<file path="config.mk">
export PLATFORM = sky130hd
export DESIGN_NAME = nvme_prp_command_builder_core
export DESIGN_NICKNAME = d
export VERILOG_FILES = /design/src/hdl/npcb_pkg.sv /design/src/hdl/npcb_ctrl.sv /design/src/hdl/npcb_dp.sv /design/src/hdl/nvme_prp_command_builder_core.sv
export SDC_FILE = /design/constraint.sdc
export NUM_CORES = 1
export LEC_CHECK = 0
export BUFFER_PORTS_ARGS = -buffer_cell sky130_fd_sc_hd__buf_4
export CELL_PAD_IN_SITES_DETAIL_PLACEMENT = 0
export CELL_PAD_IN_SITES_GLOBAL_PLACEMENT = 2
export CORE_UTILIZATION = 29
export CTS_CLUSTER_DIAMETER = 60
export DETAILED_ROUTE_END_ITERATION = 7
export PLACE_DENSITY = 0.61
export SLEW_MARGIN = 20
export SYNTH_ARGS = -nofsm -noshare
export SYNTH_HDL_FRONTEND = slang
export SYNTH_SLANG_ARGS = --single-unit
</file>
<file path="constraint.sdc">
create_clock -name clk -period 20.6 [get_ports clk]
set_input_delay 6.18 -clock clk [delete_from_list [all_inputs] [get_ports clk]]
set_output_delay 6.18 -clock clk [all_outputs]
set_load 0.01 [all_outputs]
</file>
<file path="src/hdl/npcb_pkg.sv">
// Shared types and constants for the NVMe PRP command builder.
package npcb_pkg;

    localparam int IN_DATA_W  = 152;
    localparam int OUT_DATA_W = 296;
    localparam int CFG_IDX_W  = 3;
    localparam int CFG_DATA_W = 64;

    localparam logic [1:0] KIND_SUBMIT   = 2'd0;
    localparam logic [1:0] KIND_LIST     = 2'd1;
    localparam logic [1:0] KIND_DOORBELL = 2'd2;
    localparam logic [1:0] KIND_REJECT   = 2'd3;

    localparam logic [CFG_IDX_W-1:0] REG_BS_LOG2   = 3'd0;
    localparam logic [CFG_IDX_W-1:0] REG_NSID      = 3'd1;
    localparam logic [CFG_IDX_W-1:0] REG_QID       = 3'd2;
    localparam logic [CFG_IDX_W-1:0] REG_STRIDE    = 3'd3;
    localparam logic [CFG_IDX_W-1:0] REG_LIST_BASE = 3'd4;

    localparam logic [7:0] OPC_READ  = 8'h02;
    localparam logic [7:0] OPC_WRITE = 8'h01;

    localparam logic [12:0] PAGE_BYTES    = 13'h1000;
    localparam logic [11:0] PAGE_MASK     = 12'hFFF;
    localparam logic [31:0] DOORBELL_BASE = 32'h0000_1000;
    localparam logic [16:0] MAX_COUNT     = 17'd65536;

    typedef struct packed {
        logic       capture;
        logic       calc_a;
        logic       calc_b;
        logic       load;
        logic [1:0] kind;
    } npcb_cmd_t;

    typedef struct packed {
        logic reject;
        logic has_list;
        logic list_end;
        logic out_free;
    } npcb_stat_t;

endpackage

</file>
<file path="src/hdl/npcb_ctrl.sv">
// Sequencing state machine of the NVMe PRP command builder.
module npcb_ctrl
    import npcb_pkg::*;
(
    input  logic       clk,
    input  logic       rst_n,
    input  logic       in_valid,
    output logic       in_ready,
    input  npcb_stat_t stat,
    output npcb_cmd_t  cmd
);

    localparam logic [2:0] ST_IDLE     = 3'd0;
    localparam logic [2:0] ST_CALC_A   = 3'd1;
    localparam logic [2:0] ST_CALC_B   = 3'd2;
    localparam logic [2:0] ST_LIST     = 3'd3;
    localparam logic [2:0] ST_SUBMIT   = 3'd4;
    localparam logic [2:0] ST_DOORBELL = 3'd5;
    localparam logic [2:0] ST_REJECT   = 3'd6;

    logic [2:0] state_reg;
    logic [2:0] state_next;

    always_ff @(posedge clk or negedge rst_n)
    begin
        if (!rst_n)
        begin
            state_reg <= ST_IDLE;
        end
        else
        begin
            state_reg <= state_next;
        end
    end

    assign in_ready = (state_reg == ST_IDLE);

    always_comb
    begin
        state_next  = state_reg;
        cmd.capture = 1'b0;
        cmd.calc_a  = 1'b0;
        cmd.calc_b  = 1'b0;
        cmd.load    = 1'b0;
        cmd.kind    = KIND_SUBMIT;
        unique case (state_reg)
            ST_IDLE:
            begin
                cmd.capture = in_valid;
                if (in_valid)
                begin
                    state_next = ST_CALC_A;
                end
            end
            ST_CALC_A:
            begin
                cmd.calc_a = 1'b1;
                state_next = ST_CALC_B;
            end
            ST_CALC_B:
            begin
                cmd.calc_b = 1'b1;
                if (stat.reject)
                begin
                    state_next = ST_REJECT;
                end
                else
                begin
                    state_next = ST_SUBMIT;
                end
            end
            ST_SUBMIT:
            begin
                if (stat.has_list)
                begin
                    state_next = ST_LIST;
                end
                else
                begin
                    cmd.kind = KIND_SUBMIT;
                    cmd.load = stat.out_free;
                    if (stat.out_free)
                    begin
                        state_next = ST_DOORBELL;
                    end
                end
            end
            ST_LIST:
            begin
                cmd.kind = KIND_LIST;
                cmd.load = stat.out_free;
                if (stat.out_free && stat.list_end)
                begin
                    state_next = ST_SUBMIT;
                end
            end
            ST_DOORBELL:
            begin
                cmd.kind = KIND_DOORBELL;
                cmd.load = stat.out_free;
                if (stat.out_free)
                begin
                    state_next = ST_IDLE;
                end
            end
            ST_REJECT:
            begin
                cmd.kind = KIND_REJECT;
                cmd.load = stat.out_free;
                if (stat.out_free)
                begin
                    state_next = ST_IDLE;
                end
            end
            default:
            begin
                state_next = ST_IDLE;
            end
        endcase
    end

endmodule

</file>
<file path="src/hdl/npcb_dp.sv">
// Datapath of the NVMe PRP command builder: registers, PRP math and result register.
module npcb_dp
    import npcb_pkg::*;
#(
    parameter int QUEUE_DEPTH  = 64,
    parameter int LIST_ENTRIES = 32
)
(
    input  logic                  clk,
    input  logic                  rst_n,
    input  logic                  cfg_valid,
    output logic                  cfg_ready,
    input  logic [CFG_IDX_W-1:0]  cfg_index,
    input  logic [CFG_DATA_W-1:0] cfg_data,
    input  logic [IN_DATA_W-1:0]  in_data,
    input  logic                  in_func,
    output logic                  out_valid,
    input  logic                  out_ready,
    output logic [OUT_DATA_W-1:0] out_data,
    output logic [1:0]            out_kind,
    output logic                  out_last,
    input  npcb_cmd_t             cmd,
    output npcb_stat_t            stat
);

    localparam int TAIL_W = $clog2(QUEUE_DEPTH);
    localparam int LIM_W  = $clog2(LIST_ENTRIES + 1);
    localparam int IDX_W  = $clog2(LIST_ENTRIES);

    logic [3:0]  bs_log2_reg;
    logic [31:0] nsid_reg;
    logic [7:0]  qid_reg;
    logic [3:0]  stride_reg;
    logic [63:0] list_base_reg;
    logic [TAIL_W-1:0] tail_reg;

    logic        func_reg;
    logic [63:0] lba_reg;
    logic [16:0] cnt_reg;
    logic [63:0] buf_reg;

    logic        reject_reg;
    logic        over_reg;
    logic [31:0] rest_reg;
    logic        has_list_reg;
    logic [LIM_W-1:0] lim_reg;
    logic [IDX_W-1:0] idx_reg;
    logic [51:0] page_reg;
    logic [63:0] prp2_reg;

    logic        valid_reg;
    logic [1:0]  kind_reg;
    logic        last_reg;
    logic [5:0]  slot_reg;
    logic [7:0]  opc_reg;
    logic [31:0] ns_reg;
    logic [63:0] cmd_lba_reg;
    logic [15:0] cm1_reg;
    logic [63:0] prp_first_reg;
    logic [63:0] prp_second_reg;
    logic [31:0] dbo_reg;
    logic [5:0]  dbv_reg;

    logic [31:0] total;
    logic [12:0] first;
    logic [20:0] pages;
    logic [51:0] next_page;
    logic [4:0]  db_shift;
    logic [TAIL_W-1:0] tail_next;
    logic        out_free;

    assign cfg_ready = 1'b1;
    assign out_free  = !valid_reg || out_ready;

    assign total     = 32'(cnt_reg) << bs_log2_reg;
    assign first     = PAGE_BYTES - {1'b0, buf_reg[11:0]};
    assign pages     = 21'((33'(rest_reg) + 33'(PAGE_MASK)) >> 12);
    assign next_page = buf_reg[63:12] + 52'd1;
    assign db_shift  = {1'b0, stride_reg} + 5'd3;
    assign tail_next = (tail_reg == TAIL_W'(QUEUE_DEPTH - 1)) ? '0 : tail_reg + 1'b1;

    assign stat.reject   = reject_reg;
    assign stat.has_list = has_list_reg;
    assign stat.list_end = ((LIM_W'(idx_reg) + 1'b1) == lim_reg);
    assign stat.out_free = out_free;

    always_ff @(posedge clk or negedge rst_n)
    begin
        if (!rst_n)
        begin
            bs_log2_reg   <= 4'd9;
            nsid_reg      <= 32'd1;
            qid_reg       <= 8'd1;
            stride_reg    <= 4'd0;
            list_base_reg <= 64'd0;
        end
        else if (cfg_valid)
        begin
            unique case (cfg_index)
                REG_BS_LOG2:   bs_log2_reg   <= cfg_data[3:0];
                REG_NSID:      nsid_reg      <= cfg_data[31:0];
                REG_QID:       qid_reg       <= cfg_data[7:0];
                REG_STRIDE:    stride_reg    <= cfg_data[3:0];
                REG_LIST_BASE: list_base_reg <= cfg_data;
                default:
                begin
                end
            endcase
        end
    end

    always_ff @(posedge clk or negedge rst_n)
    begin
        if (!rst_n)
        begin
            tail_reg     <= '0;
            valid_reg    <= 1'b0;
            has_list_reg <= 1'b0;
            reject_reg   <= 1'b0;
        end
        else
        begin
            if (cmd.calc_a)
            begin
                reject_reg <= (cnt_reg == 17'd0) || (buf_reg == 64'd0) || (cnt_reg > MAX_COUNT);
            end
            if (cmd.calc_b)
            begin
                has_list_reg <= over_reg && (pages > 21'd1);
            end
            else if (cmd.load && cmd.kind == KIND_LIST && stat.list_end)
            begin
                has_list_reg <= 1'b0;
            end
            if (cmd.load && cmd.kind == KIND_SUBMIT)
            begin
                tail_reg <= tail_next;
            end
            if (cmd.load)
            begin
                valid_reg <= 1'b1;
            end
            else if (out_ready)
            begin
                valid_reg <= 1'b0;
            end
        end
    end

    always_ff @(posedge clk)
    begin
        if (cmd.capture)
        begin
            func_reg <= in_func;
            lba_reg  <= in_data[63:0];
            cnt_reg  <= in_data[80:64];
            buf_reg  <= in_data[144:81];
        end
        if (cmd.calc_a)
        begin
            over_reg <= total > 32'(first);
            rest_reg <= total - 32'(first);
        end
        if (cmd.calc_b)
        begin
            lim_reg  <= (pages < 21'(LIST_ENTRIES)) ? LIM_W'(pages) : LIM_W'(LIST_ENTRIES);
            idx_reg  <= '0;
            page_reg <= next_page;
            if (!over_reg)
            begin
                prp2_reg <= 64'd0;
            end
            else if (pages == 21'd1)
            begin
                prp2_reg <= {next_page, 12'd0};
            end
            else
            begin
                prp2_reg <= list_base_reg;
            end
        end
        if (cmd.load)
        begin
            kind_reg       <= cmd.kind;
            last_reg       <= 1'b0;
            slot_reg       <= 6'd0;
            opc_reg        <= 8'd0;
            ns_reg         <= 32'd0;
            cmd_lba_reg    <= 64'd0;
            cm1_reg        <= 16'd0;
            prp_first_reg  <= 64'd0;
            prp_second_reg <= 64'd0;
            dbo_reg        <= 32'd0;
            dbv_reg        <= 6'd0;
            case (cmd.kind)
                KIND_LIST:
                begin
                    slot_reg       <= 6'(idx_reg);
                    prp_second_reg <= {page_reg, 12'd0};
                    idx_reg        <= idx_reg + 1'b1;
                    page_reg       <= page_reg + 52'd1;
                end
                KIND_SUBMIT:
                begin
                    slot_reg       <= 6'(tail_reg);
                    opc_reg        <= func_reg ? OPC_WRITE : OPC_READ;
                    ns_reg         <= nsid_reg;
                    cmd_lba_reg    <= lba_reg;
                    cm1_reg        <= 16'(cnt_reg - 17'd1);
                    prp_first_reg  <= buf_reg;
                    prp_second_reg <= prp2_reg;
                end
                KIND_DOORBELL:
                begin
                    dbo_reg  <= DOORBELL_BASE + (32'(qid_reg) << db_shift);
                    dbv_reg  <= 6'(tail_reg);
                    last_reg <= 1'b1;
                end
                default:
                begin
                    last_reg <= 1'b1;
                end
            endcase
        end
    end

    assign out_valid = valid_reg;
    assign out_kind  = kind_reg;
    assign out_last  = last_reg;
    assign out_data  = {4'd0, dbv_reg, dbo_reg, prp_second_reg, prp_first_reg,
                        cm1_reg, cmd_lba_reg, ns_reg, opc_reg, slot_reg};

endmodule

</file>
<file path="src/hdl/nvme_prp_command_builder_core.sv">
// Top level of the NVMe PRP command builder.
//
//  Channel   Direction  Handshake                      Carries
//  s_axis    in         s_axis_tvalid/s_axis_tready    one read or write request
//  m_axis    out        m_axis_tvalid/m_axis_tready    list entries, submission, doorbell
//  cfg       in         cfg_valid/cfg_ready            register index and write data
//
// After its accept a request passes through the CALC_A and CALC_B states for the
// transfer and PRP math, then emits its results through the single result
// register: list entries, then the submission entry, then the doorbell. A list
// holds at most LIST_ENTRIES entries; a reject emits a single reject result
// instead. A stalled m_axis_tready holds the result register and the sequencer;
// s_axis_tready is high only between requests. Reset clears the tail pointer and
// loads the register reset values.
module nvme_prp_command_builder_core
    import npcb_pkg::*;
#(
    parameter int QUEUE_DEPTH  = 64,
    parameter int LIST_ENTRIES = 32
)
(
    input  logic                  clk,
    input  logic                  rst_n,
    input  logic                  s_axis_tvalid,
    output logic                  s_axis_tready,
    // start_lba[63:0], num_blocks[80:64], buffer_address[144:81], zero pad.
    input  logic [IN_DATA_W-1:0]  s_axis_tdata,
    // func[0].
    input  logic                  s_axis_tuser,
    output logic                  m_axis_tvalid,
    input  logic                  m_axis_tready,
    // slot, opcode, cmd_namespace, cmd_lba, count_minus_one, prp_first,
    // prp_second, doorbell_offset, doorbell_value, zero pad.
    output logic [OUT_DATA_W-1:0] m_axis_tdata,
    // kind[1:0].
    output logic [1:0]            m_axis_tuser,
    output logic                  m_axis_tlast,
    input  logic                  cfg_valid,
    output logic                  cfg_ready,
    input  logic [CFG_IDX_W-1:0]  cfg_index,
    input  logic [CFG_DATA_W-1:0] cfg_data
);

    npcb_cmd_t  cmd;
    npcb_stat_t stat;

    npcb_ctrl u_ctrl (
        .clk      (clk),
        .rst_n    (rst_n),
        .in_valid (s_axis_tvalid),
        .in_ready (s_axis_tready),
        .stat     (stat),
        .cmd      (cmd)
    );

    npcb_dp #(
        .QUEUE_DEPTH  (QUEUE_DEPTH),
        .LIST_ENTRIES (LIST_ENTRIES)
    ) u_dp (
        .clk       (clk),
        .rst_n     (rst_n),
        .cfg_valid (cfg_valid),
        .cfg_ready (cfg_ready),
        .cfg_index (cfg_index),
        .cfg_data  (cfg_data),
        .in_data   (s_axis_tdata),
        .in_func   (s_axis_tuser),
        .out_valid (m_axis_tvalid),
        .out_ready (m_axis_tready),
        .out_data  (m_axis_tdata),
        .out_kind  (m_axis_tuser),
        .out_last  (m_axis_tlast),
        .cmd       (cmd),
        .stat      (stat)
    );

endmodule

</file>
==> results.cfg, run 1 <==
[sta]
slew_viol_final = 0
max_freq_ghz = 0.119
min_period_over_period = 0.409
finalSetupViolCount = 0
tns_ns = 0
slew_headroom = 0.258
tightestPinTransition_ns = 1.11
rsz0062_at_grt = no
finClkSkew_ns = 0.0248
fin_crit_ns = 8.42
hold_viol = 0

[setup_path]
arrival_ns = 8.97
crit_path_max_fanout = 52
slowest_stage = nand2_1
endpoint_kind = flop
cp.required_ns = 21.15
rrSetupSlack_ns = 15.67
cp_cell_sequence = buf_4 > nand2b_1 > nand2_2 > nand2_1 > o21ai_0 > a221o_1
r2r-start = u_dp.bs_log2_reg[0]$_DFFE_PN1P_
path_class = primary input to flop
reg2reg_depth = 13
slowest_delay_ns = 1.07
critPathLaunchType = primary input
timing.rr.end = u_dp.rest_reg[26]$_DFFE_PP_

[yosys]
synth_area_um2 = 32300
synth-xor-area-share = 0.0320
synth_top_family_by_area = simple AND/OR/NAND/NOR gates
ys_top_cells_by_area = edfxtp_1, dfrtp_1, mux2_2, nand2_1, and2_1
ys_warn_count = 0
synth_compound_area_frac = 0.0806
synth_enable_flop_cells = 537
async_flop_share = 0.173
yosys.area.top_type = edfxtp_1
yosysUniqueCellTypes = 85
synth_top_cell_area_share = 0.499
syn_inst = 2644
synthSimpleGateAreaFrac = 0.157
syn_area_per_cell_um2 = 12.2
ys.flop_type = edfxtp_1
synthAdderAreaFrac = 0.00914
ys_seq_elements = 718
synth.area.mux_share = 0.0659
ys_seq_area_frac = 0.631

[placement]
place_inst = 4519
dp_hpwl_um = 69800
gp_congestion = 0.826
io_buffers = 508
placed_area_um2 = 37600

[hold_path]
min_from = u_dp.nsid_reg[4]$_DFFE_PN0P_
worstHoldEndpoint = u_dp.nsid_reg[4]$_DFFE_PN0P_
hp-class = flop to flop
whs_path_depth = 1

[run_status]
status = complete, no violations

[route]
dr.pass1.iters = 7
remaining_drc_errors = 0
ant_nets = 0
routedWlPerCell_um = 21.3
num_vias = 22600
routed_wirelength_um = 100000
vias_per_cell = 4.80
first_iter_violations = 1569

[finish]
layout.nets = 3376
fin_area_um2 = 40900
areaGrowthSynthToFinish_pct = 26.5
fill_cells = 10900
layout-drive-gt1-share = 0.272
layoutNonFillerInstCount = 4703

[clock_tree]
cts-buffers-inserted = 95
cts_hold_buf = 0
clock_sinks = 718
htreeDepth = 3
cts.clk_slew.worst_paths_ns = 0.06
cts-root-buf = clkbuf_16
cts_setup_buffers = 0
tritoncts = yes
postCtsResizedCells = 0
insertion_delay_ns = 0.67
clockBufferDepth = 3

[global_routing]
gr-total-overflow = 0
grt_pass1_wl_um = 147000
grt_max_degree = 168
grtUsageTotal = 0.173
antenna_found_initial = 6
grt_pass1_vias = 22600

[floorplanning]
design.die.area_um2 = 113000
num_rows = 122
core_um2 = 111000
fp.dieW_um = 336
io_pins = 527
initial_core_util = 0.292
fp.dieH_um = 336

[power_and_ir_drop]
power_density_nw_per_um2 = 149
p_leak_nw = 15.3
p_total_mw = 6.11
ir_drop_uv = 142

[job]
maxCapViolCount = 0
## worst max path at each step
stage | from | slack [ns] | endpoint
global route | m_axis_tready | 12.04 | u_dp.page_reg[27]$_DFF_P_
global placement | m_axis_tready | 11.53 | u_dp.page_reg[27]$_DFF_P_
floorplan | m_axis_tready | 1.54 | u_dp.cm1_reg[0]$_SDFFCE_PP0P_
CTS | u_ctrl.state_reg[2]$_DFFE_PN0P_ | 12.16 | s_axis_tready
detailed placement | m_axis_tready | 11.50 | u_dp.page_reg[27]$_DFF_P_
finish | m_axis_tready | 12.18 | u_dp.page_reg[27]$_DFF_P_
## layout make-up
type,count,area (µm²),share of cell area
Sequential cell,718,20400,0.499
Multi-Input combinational cell,1745,11200,0.275
Timing Repair Buffer,537,4050,0.0991
Clock buffer,125,2630,0.0644
Tap cell,1488,1860,0.0456
Clock inverter,55,579,0.0142
Inverter,31,119,0.00291
Antenna cell,4,10.0,0.000245
## synth_stat cells (all sizes together), types with 18 or more instances
cell type    n
edfxtp     537
nand2      310
and2       186
nor2       154
mux2       129
a21oi      127
dfrtp      120
o21ai      118
clkbuf     111
nand3       78
nand4       63
xnor2       61
dfxtp       57
xor2        57
and3        51
buf         48
nor3        44
mux2i       33
nor4        31
inv         29
a31oi       22
ha          22
a311oi      18
## cells by family after synthesis
family / Yosys count
compound gates: 413
xor+xnor: 118
other cells: 2
mux: 177
buf+inv: 190
simple gates: 1003
fa+ha+maj: 23
flops: 718
## critical path: cells and delay by family
family,cells,cell delay [ns]
AO/OA/AOI/OAI,2,0.63
buffers and inverters,1,0.08
AND/OR/NAND/NOR,3,2.05
## report_power, final
group | switching (mW) | internal [mW] | total [mW]
logic | 1.16 | 0.746 | 1.90
registers | 0.296 | 2.24 | 2.54
clock network | 0.668 | 1.00 | 1.67
## per-layer routing
layer / vias to the layer above / GRT usage / share of wire
met5: - / 0 / 0.00012
met4: 2 / 0.0643 / 0.034
met3: 147 / 0.0352 / 0.051
met2: 622 / 0.284 / 0.48
met1: 11100 / 0.226 / 0.43
li1: 10700 / - / -
## placed cells by master, fill, tap and decap left out, drive strengths merged, types with 10 or more instances in the layout
cell type | Yosys | routed
nor4 | 31 | 31
nand4 | 63 | 63
ha | 22 | 22
xnor2 | 61 | 61
mux2i | 33 | 33
mux2 | 129 | 129
nor3 | 44 | 44
edfxtp | 537 | 537
and2 | 186 | 186
a21oi | 127 | 127
o21ai | 118 | 118
and4 | 15 | 15
xor2 | 57 | 57
nand2 | 310 | 310
dfrtp | 120 | 120
buf | 48 | 537
clkinv | 2 | 24
dfxtp | 57 | 57
o31ai | 12 | 12
conb | 2 | 11
a21o | 10 | 10
mux4 | 15 | 15
nand3 | 78 | 78
a31oi | 22 | 22
inv | 29 | 47
a311oi | 18 | 18
or3 | 13 | 13
o22ai | 11 | 11
o211ai | 10 | 10
clkbuf | 111 | 125
nor2 | 154 | 154
nor2b | 14 | 14
and3 | 51 | 51
o311ai | 10 | 10
## stage by stage
step                      setup WS (ns)  utilization  hold WS, ns
final                             12.18        0.370        0.497
after floorplan                    1.54            -        0.460
after global placement            11.53        0.340        0.481
after global routing              12.04        0.370        0.518
after detailed placement          11.50        0.340        0.488
after CTS                         12.16        0.370        0.500
No activity file was read; power rests on OpenSTA's default activity.
==> run 2: changes to the inputs <==
- ABC_AREA: unset -> 1
- PLACE_DENSITY: 0.61 -> 0.67
- clock period: 20.6 -> 6.9 ns (I/O delays scaled with it)
==> run 2 against run 1 <==
Compared with the run above: final cell count rose by 22%; largest cell class unchanged; clock power increased to 3.2 times the previous value; clock skew increased by 0.0018 ns; flip-flop and latch count stayed put; critical path type is now flop to flop.
==> results.cfg, run 2 <==
[placement]
placed_area_um2 = 39300
gp_congestion = 0.848
dp_slack_ns = 2.53
dp_hpwl_um = 89300
io_buffers = 508

[route]
remaining_drc_errors = 0
dr.pass1.iters = 5
ant_nets = 0
num_vias = 26500
routedWlPerCell_um = 21.0
vias_per_cell = 4.64
first_iter_violations = 1772
routed_wirelength_um = 120000

[floorplanning]
fp.dieH_um = 344
initial_core_util = 0.292
design.die.area_um2 = 118000
core_um2 = 116000
num_rows = 125
fp.dieW_um = 344
io_pins = 527

[clock_tree]
cts.clk_slew.worst_paths_ns = 0.06
cts_setup_buffers = 0
cts-root-buf = clkbuf_16
postCtsResizedCells = 0
cts_hold_buf = 0
cts-buffers-inserted = 98
insertion_delay_ns = 0.69
clockBufferDepth = 3
clock_sinks = 718
tritoncts = yes
htreeDepth = 3

[run_status]
status = complete, no violations

[sta]
rsz0062_at_grt = no
hold_viol = 0
slew_headroom = 0.253
tightestPinTransition_ns = 1.12
slew_viol_final = 0
max_freq_ghz = 0.234
setup_slack_ns = 2.62
min_period_over_period = 0.620
fin_crit_ns = 4.28
finClkSkew_ns = 0.0266
finalSetupViolCount = 0

[finish]
layout.nets = 4348
seq_area_um2 = 20400
fin_area_um2 = 42800
layout_commonest_cell = nand2_1
fill_cells = 12000
layout-drive-gt1-share = 0.191
fin_util = 0.369
areaGrowthSynthToFinish_pct = 26.2
layout_common_cells = nand2_1, edfxtp_1, buf_4
multiInputGateArea_um2 = 11100

[setup_path]
critPathLaunchType = flop
cp.required_ns = 7.32
reg2reg_depth = 21
arrival_ns = 4.70
crit_path_max_fanout = 6
r2r-start = u_dp.buf_reg[0]$_DFFE_PP_
path_class = flop to flop
rrSetupSlack_ns = 2.62
endpoint_kind = flop
timing.rr.end = u_dp.rest_reg[25]$_DFFE_PP_

[job]
maxCapViolCount = 0

[yosys]
syn_inst = 3593
syn_area_per_cell_um2 = 9.43
yosysUniqueCellTypes = 57
async_flop_share = 0.173
synth_enable_flop_cells = 537
ys_top_cells_by_area = edfxtp_1, dfrtp_1, nand2_1, nor2_1, inv_1
yosys.cell_count.top_type = nand2_1
yosys.area.top_type = edfxtp_1
ys_seq_area_frac = 0.601
synth_area_um2 = 33900
synth_commonest_cells = nand2_1, edfxtp_1, nor2_1
ys_seq_elements = 718
ys_warn_count = 0
synth_top_cell_area_share = 0.476
ys.flop_type = edfxtp_1

[hold_path]
whs_path_depth = 1
worstHoldEndpoint = u_dp.tail_reg[2]$_DFFE_PN0P_
hp-class = flop to flop
min_from = u_dp.tail_reg[2]$_DFFE_PN0P_

[global_routing]
gr-total-overflow = 0
antenna_found_initial = 20
grt_pass1_vias = 26100
grtUsageTotal = 0.200
grt_max_degree = 147
grt_pass1_wl_um = 173000

[power_and_ir_drop]
power_density_nw_per_um2 = 459
p_leak_nw = 18.0
ir_drop_uv = 396
[run 2: changes by cell type in the layout (fill, tap and decap cells not counted), sizes merged, moves of 51 or more]
| cell | delta |
|---|---|
| inv | +463 |
| and2 | -185 |
| nand3 | +106 |
| nand2 | +363 |
| o21ai | +152 |
| xnor2 | -51 |
| nor2 | +371 |
| mux2 | -97 |
[run 2: power breakdown]
| part | switching [mW] | internal (mW) | total [mW] |
|---|---|---|---|
| logic | 4.34 | 2.19 | 6.54 |
| clock network | 2.09 | 3.25 | 5.33 |
| registers | 0.896 | 6.84 | 7.74 |
| total | 7.33 | 12.3 | 19.6 |
[run 2: layout make-up]
| class | count | area share |
|---|---|---|
| Inverter | 494 | 0.0436 |
| Clock buffer | 129 | 0.0639 |
| Antenna cell | 6 | 0.000351 |
| Tap cell | 1524 | 0.0446 |
| Sequential cell | 718 | 0.476 |
| Timing Repair Buffer | 534 | 0.0953 |
| Clock inverter | 57 | 0.0167 |
| Multi-Input combinational cell | 2254 | 0.259 |
[run 2: cell families after synthesis]
logic type	after synthesis	share of synthesized area
mux	32	0.0106
compound gates	493	0.0781
xor+xnor	100	0.0258
other cells	2	0.000222
flops	718	0.601
fa+ha+maj	23	0.00871
buf+inv	630	0.0741
simple gates	1595	0.201
[run 2: worst max path at each step]
stage | from | endpoint
2_1_floorplan | m_axis_tready | u_dp.cm1_reg[0]$_SDFFCE_PP0P_
3_3_place_gp | u_dp.buf_reg[0]$_DFFE_PP_ | u_dp.rest_reg[25]$_DFFE_PP_
3_5_place_dp | u_dp.buf_reg[0]$_DFFE_PP_ | u_dp.rest_reg[25]$_DFFE_PP_
4_1_cts | u_dp.buf_reg[0]$_DFFE_PP_ | u_dp.rest_reg[25]$_DFFE_PP_
5_1_grt | u_dp.buf_reg[0]$_DFFE_PP_ | u_dp.rest_reg[25]$_DFFE_PP_
6_report | u_dp.buf_reg[0]$_DFFE_PP_ | u_dp.rest_reg[25]$_DFFE_PP_
[run 2: worst max-delay path: stages (launching register included)]
cell and delay [ns]:
edfxtp_1 0.42, inv_1 0.10, ha_1 0.18, nand2_1 0.07
nor2_1 0.16, nand3_1 0.13, nor2_1 0.11, nand2_1 0.07
nor2_1 0.12, inv_1 0.07, nor3_1 0.59, or2_2 0.23
ha_1 0.26, nand2_1 0.10, nor2_1 0.15, nand4_1 0.09
o21ai_0 0.52, inv_1 0.26, nand3_1 0.20, nor2_1 0.06
nand2_1 0.05, nand2_1 0.05
[run 2: per-layer routing]
layer  vias to the layer above  part of all wire  GRT usage  routed length (µm)
li1                      13000                 -          -                   -
met5                         -            0.0014          0                 172
met4                        26             0.023     0.0501                2740
met2                       729              0.43      0.297               51700
met1                     12600              0.46      0.277               55200
met3                       174             0.084     0.0696               10100
[run 2: through the flow]
stage	total power [mW]	std cells	setup TNS [ns]	hold WS, ns
finish	19.6	5716	0	0.476
floorplan	11.3	3602	-27.30	0.442
global placement	14.4	5524	0	0.462
CTS	19.9	5710	0	0.481
detailed placement	14.5	5524	0	0.470
global route	20.9	5711	0	0.503
